<file path="config.mk">
export PLATFORM = sky130hd
export DESIGN_NAME = ils_ctrl
export DESIGN_NICKNAME = d
export VERILOG_FILES = /design/src/design/ils_pkg.sv /design/src/design/ils_ctrl.sv
export SDC_FILE = /design/constraint.sdc
export NUM_CORES = 1
export LEC_CHECK = 0
export ABC_AREA = 1
export BUFFER_PORTS_ARGS = -buffer_cell sky130_fd_sc_hd__buf_2
export CELL_PAD_IN_SITES_DETAIL_PLACEMENT = 1
export CELL_PAD_IN_SITES_GLOBAL_PLACEMENT = 1
export CORE_AREA = 5 5 127 159
export DETAILED_ROUTE_END_ITERATION = 10
export DIE_AREA = 0 0 132 164
export PLACE_DENSITY = 0.91
export SYNTH_ARGS = -nofsm -noshare
export SYNTH_HDL_FRONTEND = slang
export SYNTH_SLANG_ARGS = --single-unit
</file>
<file path="constraint.sdc">
create_clock -name aclk -period 4.58 [get_ports aclk]
set_input_delay 0.458 -clock aclk [delete_from_list [all_inputs] [get_ports aclk]]
set_output_delay 0.458 -clock aclk [all_outputs]
set_load 0.005 [all_outputs]
</file>
<file path="src/design/ils_pkg.sv">
// ----------------------------------------------------------------------------
// ils_pkg: shared types and constants for the indexed list store
// Holds the list geometry, the opcode and status codes, the sequencer states
// and the request bundle that the controller hands to the element memory.
// ----------------------------------------------------------------------------
`timescale 1ns / 1ps

package ils_pkg;

    localparam int CAPACITY = 1024;
    localparam int ADDR_W   = $clog2(CAPACITY);
    localparam int COUNT_W  = $clog2(CAPACITY + 1);
    localparam int WORD_W   = 32;
    localparam int OP_W     = 3;
    localparam int POS_W    = 10;
    localparam int STATUS_W = 2;

    typedef enum logic [OP_W-1:0] {
        OP_GET    = 3'd0,
        OP_SET    = 3'd1,
        OP_APPEND = 3'd2,
        OP_INSERT = 3'd3,
        OP_REMOVE = 3'd4
    } opcode_t;

    typedef enum logic [STATUS_W-1:0] {
        ST_OK        = 2'd0,
        ST_BAD_INDEX = 2'd1,
        ST_FULL      = 2'd2
    } status_t;

    typedef enum logic [2:0] {
        S_IDLE,
        S_SHIFT_UP,
        S_INS_WR,
        S_SHIFT_DN,
        S_DONE
    } state_t;

    typedef struct packed {
        logic              rd_en;
        logic [ADDR_W-1:0] rd_addr;
        logic              wr_en;
        logic [ADDR_W-1:0] wr_addr;
        logic [WORD_W-1:0] wr_data;
    } mem_req_t;

endpackage

</file>
<file path="src/design/ils_ctrl.sv">
// ----------------------------------------------------------------------------
// ils_ctrl: list sequencer and result register
// Decodes one beat, checks it against the element count, drives the memory
// for reads, writes and the one-per-cycle shifts of insert and remove, and
// stages the result in an output register that parts the two channels.
// ----------------------------------------------------------------------------
`timescale 1ns / 1ps

module ils_ctrl (
    input  logic                               aclk,
    input  logic                               aresetn,
    input  logic                               s_valid,
    output logic                               s_ready,
    input  logic [ils_pkg::OP_W-1:0]           s_opcode,
    input  logic [ils_pkg::POS_W-1:0]          s_position,
    input  logic signed [ils_pkg::WORD_W-1:0]  s_word_in,
    output logic                               m_valid,
    input  logic                               m_ready,
    output logic signed [ils_pkg::WORD_W-1:0]  m_word_out,
    output logic [ils_pkg::COUNT_W-1:0]        m_count_after,
    output logic [ils_pkg::STATUS_W-1:0]       m_status,
    output ils_pkg::mem_req_t                  mem_req,
    input  logic [ils_pkg::WORD_W-1:0]         mem_rdata
);

    ils_pkg::state_t                   state_reg, state_next;
    logic [ils_pkg::COUNT_W-1:0]       count_reg, count_next;
    logic [ils_pkg::ADDR_W-1:0]        ptr_reg, ptr_next;
    logic [ils_pkg::ADDR_W-1:0]        end_reg, end_next;
    logic [ils_pkg::WORD_W-1:0]        word_reg, word_next;
    logic                              is_get_reg, is_get_next;
    ils_pkg::status_t                  status_reg, status_next;
    logic                              m_valid_reg, m_valid_next;
    logic [ils_pkg::WORD_W-1:0]        m_word_reg, m_word_next;
    logic [ils_pkg::COUNT_W-1:0]       m_count_reg, m_count_next;
    ils_pkg::status_t                  m_status_reg, m_status_next;

    ils_pkg::opcode_t                  op;
    logic                              in_range;
    logic                              full;
    logic [ils_pkg::COUNT_W-1:0]       count_m1;
    logic [ils_pkg::ADDR_W-1:0]        pos_addr;
    logic [ils_pkg::ADDR_W-1:0]        last_addr;
    logic                              out_free;
    logic                              load_out;

    assign op        = ils_pkg::opcode_t'(s_opcode);
    assign in_range  = ils_pkg::COUNT_W'(s_position) < count_reg;
    assign full      = count_reg == ils_pkg::COUNT_W'(ils_pkg::CAPACITY);
    assign count_m1  = count_reg - ils_pkg::COUNT_W'(1);
    assign pos_addr  = ils_pkg::ADDR_W'(s_position);
    assign last_addr = count_m1[ils_pkg::ADDR_W-1:0];
    assign out_free  = !m_valid_reg || m_ready;

    // Next-state logic.
    always_comb begin
        state_next = state_reg;
        unique case (state_reg)
            ils_pkg::S_IDLE: begin
                if (s_valid) begin
                    if (op == ils_pkg::OP_INSERT && in_range && !full) begin
                        state_next = ils_pkg::S_SHIFT_UP;
                    end else if (op == ils_pkg::OP_REMOVE && in_range &&
                                 pos_addr != last_addr) begin
                        state_next = ils_pkg::S_SHIFT_DN;
                    end else begin
                        state_next = ils_pkg::S_DONE;
                    end
                end
            end
            ils_pkg::S_SHIFT_UP: begin
                if (ptr_reg == end_reg) begin
                    state_next = ils_pkg::S_INS_WR;
                end
            end
            ils_pkg::S_INS_WR: begin
                state_next = ils_pkg::S_DONE;
            end
            ils_pkg::S_SHIFT_DN: begin
                if (ptr_reg == end_reg) begin
                    state_next = ils_pkg::S_DONE;
                end
            end
            ils_pkg::S_DONE: begin
                if (out_free) begin
                    state_next = ils_pkg::S_IDLE;
                end
            end
            default: state_next = ils_pkg::S_IDLE;
        endcase
    end

    // Output and datapath logic.
    always_comb begin
        mem_req      = '0;
        s_ready      = 1'b0;
        load_out     = 1'b0;
        count_next   = count_reg;
        ptr_next     = ptr_reg;
        end_next     = end_reg;
        word_next    = word_reg;
        is_get_next  = is_get_reg;
        status_next  = status_reg;

        unique case (state_reg)
            ils_pkg::S_IDLE: begin
                s_ready = 1'b1;
                if (s_valid) begin
                    is_get_next = 1'b0;
                    status_next = ils_pkg::ST_OK;
                    unique case (op)
                        ils_pkg::OP_GET: begin
                            if (in_range) begin
                                mem_req.rd_en   = 1'b1;
                                mem_req.rd_addr = pos_addr;
                                is_get_next     = 1'b1;
                            end else begin
                                status_next = ils_pkg::ST_BAD_INDEX;
                            end
                        end
                        ils_pkg::OP_SET: begin
                            if (in_range) begin
                                mem_req.wr_en   = 1'b1;
                                mem_req.wr_addr = pos_addr;
                                mem_req.wr_data = s_word_in;
                            end else begin
                                status_next = ils_pkg::ST_BAD_INDEX;
                            end
                        end
                        ils_pkg::OP_APPEND: begin
                            if (full) begin
                                status_next = ils_pkg::ST_FULL;
                            end else begin
                                mem_req.wr_en   = 1'b1;
                                mem_req.wr_addr = count_reg[ils_pkg::ADDR_W-1:0];
                                mem_req.wr_data = s_word_in;
                                count_next      = count_reg + ils_pkg::COUNT_W'(1);
                            end
                        end
                        ils_pkg::OP_INSERT: begin
                            if (!in_range) begin
                                status_next = ils_pkg::ST_BAD_INDEX;
                            end else if (full) begin
                                status_next = ils_pkg::ST_FULL;
                            end else begin
                                // Move the tail up, starting from the last element.
                                mem_req.rd_en   = 1'b1;
                                mem_req.rd_addr = last_addr;
                                ptr_next        = last_addr;
                                end_next        = pos_addr;
                                word_next       = s_word_in;
                                count_next      = count_reg + ils_pkg::COUNT_W'(1);
                            end
                        end
                        ils_pkg::OP_REMOVE: begin
                            if (!in_range) begin
                                status_next = ils_pkg::ST_BAD_INDEX;
                            end else begin
                                count_next = count_m1;
                                if (pos_addr != last_addr) begin
                                    mem_req.rd_en   = 1'b1;
                                    mem_req.rd_addr = pos_addr + ils_pkg::ADDR_W'(1);
                                    ptr_next        = pos_addr + ils_pkg::ADDR_W'(1);
                                    end_next        = last_addr;
                                end
                            end
                        end
                        default: begin
                        end
                    endcase
                end
            end
            ils_pkg::S_SHIFT_UP: begin
                // Data read last cycle from ptr lands one slot higher.
                mem_req.wr_en   = 1'b1;
                mem_req.wr_addr = ptr_reg + ils_pkg::ADDR_W'(1);
                mem_req.wr_data = mem_rdata;
                if (ptr_reg != end_reg) begin
                    mem_req.rd_en   = 1'b1;
                    mem_req.rd_addr = ptr_reg - ils_pkg::ADDR_W'(1);
                    ptr_next        = ptr_reg - ils_pkg::ADDR_W'(1);
                end
            end
            ils_pkg::S_INS_WR: begin
                mem_req.wr_en   = 1'b1;
                mem_req.wr_addr = end_reg;
                mem_req.wr_data = word_reg;
            end
            ils_pkg::S_SHIFT_DN: begin
                mem_req.wr_en   = 1'b1;
                mem_req.wr_addr = ptr_reg - ils_pkg::ADDR_W'(1);
                mem_req.wr_data = mem_rdata;
                if (ptr_reg != end_reg) begin
                    mem_req.rd_en   = 1'b1;
                    mem_req.rd_addr = ptr_reg + ils_pkg::ADDR_W'(1);
                    ptr_next        = ptr_reg + ils_pkg::ADDR_W'(1);
                end
            end
            ils_pkg::S_DONE: begin
                load_out = out_free;
            end
            default: begin
            end
        endcase
    end

    // Result register; the memory read data holds through the done state.
    always_comb begin
        m_valid_next  = m_valid_reg;
        m_word_next   = m_word_reg;
        m_count_next  = m_count_reg;
        m_status_next = m_status_reg;
        if (load_out) begin
            m_valid_next  = 1'b1;
            m_word_next   = is_get_reg ? mem_rdata : '0;
            m_count_next  = count_reg;
            m_status_next = status_reg;
        end else if (m_valid_reg && m_ready) begin
            m_valid_next = 1'b0;
        end
    end

    always_ff @(posedge aclk) begin
        if (!aresetn) begin
            state_reg   <= ils_pkg::S_IDLE;
            count_reg   <= '0;
            m_valid_reg <= 1'b0;
        end else begin
            state_reg   <= state_next;
            count_reg   <= count_next;
            m_valid_reg <= m_valid_next;
        end
    end

    always_ff @(posedge aclk) begin
        ptr_reg      <= ptr_next;
        end_reg      <= end_next;
        word_reg     <= word_next;
        is_get_reg   <= is_get_next;
        status_reg   <= status_next;
        m_word_reg   <= m_word_next;
        m_count_reg  <= m_count_next;
        m_status_reg <= m_status_next;
    end

    assign m_valid       = m_valid_reg;
    assign m_word_out    = m_word_reg;
    assign m_count_after = m_count_reg;
    assign m_status      = m_status_reg;

endmodule

</file>
==> summary.txt <==
Outcome
  – Outcome: finished clean

Detailed routing
  – Detail Route met2 WL: 13,400 um
  – Remaining antenna violation count: 0
  – Highest Signal Layer: met4
  – DRC viols: 0
  – Average wire per cell in the routed design: 19.4 um
  – Wirelength, routed: 25,100 um
  – DR vias: 6,935
  – Met3 WL post-DR: 1130 um
  – Initial DRT Pass Iterations: 5
  – Wl on met1: 9400 um
  – Via-per-instance ratio: 5.36
  – Number of DRC markers after the initial detailed-route iteration: approximately 360

Synth
  – Cell area after technology mapping: between 0.007 and 0.008 mm^2
  – Share of the synthesized area in compound gates (AO/OA/AOI/OAI): 15.1%
  – Count of flip-flops with a built-in enable after synthesis: 100
  – Gate count of the mapped netlist: 868
  – Avg Cell Area, Syn: 8.18 um^2
  – Warnings from Yosys: 0
  – Mux cell area share after synthesis: 0%
  – Net Count, Synth: 964
  – Area share of the leading cell type in the synthesized netlist: 42.3%
  – Combinational family with the most area after synthesis: simple AND/OR/NAND/NOR gates
  – Top flip-flop cell by instance count after synthesis: edfxtp_1
  – Leading area contributor after synthesis: edfxtp_1
  – Number of synthesized register bits: 115
  – Simple logic cell fraction of the synthesized area: 25.0%
  – Netlist cell types: 46
  – Async set-reset flop share out of synthesis: 0%
  – Parity-gate share of the synthesized area counting xor and xnor cells: under 10%
  – Portion of the post-synthesis area used by sequential elements: around 47%
  – Main area contributors after synthesis: edfxtp_1 (42%), nand2_1 (12%), inv_1 (5.1%), dfxtp_1 (4.2%), o21ai_0 (3.6%)
  – Arithmetic-cell share of the synthesized area counting full adders, half adders and majority gates: 2.64%

Critical path
  – CP startpoint kind: flop
  – Data arrival time of the critical path: 3.47 ns
  – Biggest fanout along the worst timing path: 33
  – Crit path kind: flop to output pin
  – Endpoint kind of the worst setup timing path: output pin
  – Required time worst endpoint: ~4.1 ns

Floorplan
  – Io pins: 182
  – Effective utilization at floorplan: 38.2%
  – Row count: 56
  – Core area: 0.0186 mm^2
  – Overall die area: 0.0216 mm^2
  – Die Y-Extent: 164 um
  – Horizontal die dimension: around 130 um

GRT
  – Final global-route overflow total: 0
  – Via count of the first global-routing pass: 7,510
  – Largest net degree at the start of global routing: 38
  – Number of antenna violations at the first check in global routing: 4
  – GRT Total Usage: 23.2%
  – Global-route wire length before repair: 39,700 um

Clock tree
  – Clock Latency Late Sink: 0.43 ns
  – Clk sinks: 115
  – H-Tree Level Count: 4
  – Clock tree from TritonCTS: built
  – # resized after CTS: 0
  – Clk pin slew, worst setup/hold paths: about 0.070 ns
  – Number of hold buffers added after CTS: 0
  – CTS root buf: clkbuf_16
  – Number of buffers created by CTS: 17
  – Number of buffers added for setup after CTS: 0
  – Bufs on Longest Clock Path: 2

STA
  – Slew at the pin closest to its max-slew limit: 1.23 ns
  – Number of hold-slack violations in the final timing report: 0
  – Setup TNS: 0 ns
  – Number of endpoints failing setup at the final stage: 0
  – Peak Freq: roughly 250 MHz
  – Relative max-transition margin: 18.0%
  – Clock skew: 0.0116 ns
  – Setup ws final: 0.649 ns
  – Final min period: 3.93 ns
  – Setup repair after global routing missed its margin: false
  – Worst hold slack: 0.216 ns
  – Pins over their slew limit: 0
  – Final worst path period share: 85.8%

Cells and area
  – Synthesis-to-layout area growth: 24.5%
  – Final #Nets: 1,142
  – Number of fill cells in the layout: 2,290
  – Number of cells in the finished layout apart from fillers: approximately 1,300
  – Fraction of final layout cells sized beyond drive strength 1: 26.6%
  – Most common cell after layout, fill and taps aside: nand2_1
  – Commonest non-fill, non-tap cells in the layout: nand2_1 (230), buf_2 (181), edfxtp_1 (100)

Placement
  – Final weighted congestion of routability-driven global placement: a little over 0.9
  – Place WS: 1.15 ns
  – Port bufs: 181
  – Dpl cells: 1,259
  – Total half-perimeter wirelength after legalization and detailed placement: 19,500 um

Power
  – PD cells: 375 mW/mm^2
  – Maximum resistive drop on vdd: 0.272 mV
  – Pleak: 4.14 nW
  – Total chip power: 0.00331 W

Job
  – Number of max-cap violations: 0

Min path
  – Hold Crit Class: primary input to flop
==> critical path, cell delays in order, from the launching register on <==
cell	delay, ns
dfxtp_1	0.65
inv_1	0.18
ha_1	0.33
a21oi_1	0.12
o21ai_0	0.09
nand3_1	0.07
nand3_1	0.22
inv_1	0.16
a21oi_1	0.13
nor2_4	0.63
nand2_1	0.11
a31oi_1	0.19
buf_2	0.15
==> area by class of cell <==
class	count	area [um^2]	share of cell area, %
sequential	115	3300	37.4
tap	232	290	3.29
antenna	4	10.0	0.113
inverter	111	417	4.72
clock buffer	17	425	4.82
clock inverter	15	189	2.14
timing repair buffer	189	966	10.9
multi-input combinational	612	3230	36.6
==> cells by family after synthesis <==
logic type | after synthesis
flops | 115
xor+xnor | 21
buf+inv | 141
fa+ha+maj | 15
simple gates | 399
compound gates | 177
==> Yosys cell counts (3+ instances only) <==
cell,n
buf_4,5
dfxtp_1,15
o21ai_1,18
inv_1,97
xnor2_1,4
inv_2,14
nand2_2,11
xor2_1,16
edfxtp_1,100
nand3_1,45
nor2_4,8
o22ai_1,23
nand4_1,5
a22oi_1,28
buf_2,3
a21oi_1,27
nor3_1,6
nor2_2,15
nand2_1,230
o21ai_0,51
ha_1,15
o2111ai_1,4
a31oi_1,8
o211ai_1,3
clkbuf_1,19
nor4_1,3
a21o_1,5
nor2_1,67
==> per-layer routing <==
layer  global-route usage (%)  up-vias
li1                         -     3303
met1                     24.1     3342
met2                     43.7      223
met3                     4.20       67
met4                     13.0        0
met5                        0        -
==> path summary, 6_finish.rpt <==
| kind | start | end | slack (ns) | cells after the start |
|---|---|---|---|---|
| worst max-delay path | count_reg[2] | mem_req[6] | 0.65 | 12 |
| worst min-delay path | s_word_in[2] | word_reg[2] | 0.22 | 1 |
| worst max register to register | count_reg[2] | ptr_reg[4] | 1.10 | 14 |
| worst min register to register | status_reg[0] | m_status[0] | 0.43 | 0 |
==> where the power goes <==
| part | internal [W] | switching, W |
|---|---|---|
| clock | 0.000830 | 0.000567 |
| combinational | 0.000218 | 0.000409 |
| sequential | 0.00123 | 0.0000543 |
| total | 0.00228 | 0.00103 |
==> stage by stage <==
| step | area (um^2) | utilization [%] |
|---|---|---|
| 6_report | 8830 | 47.6 |
| 5_1_grt | 8830 | 47.6 |
| 4_1_cts | 8820 | 47.5 |
| 3_5_place_dp | 8210 | 44.2 |
| 3_3_place_gp | 8210 | 44.2 |
| 2_1_floorplan | 7100 | - |
Power figures use the tool's default switching activity.
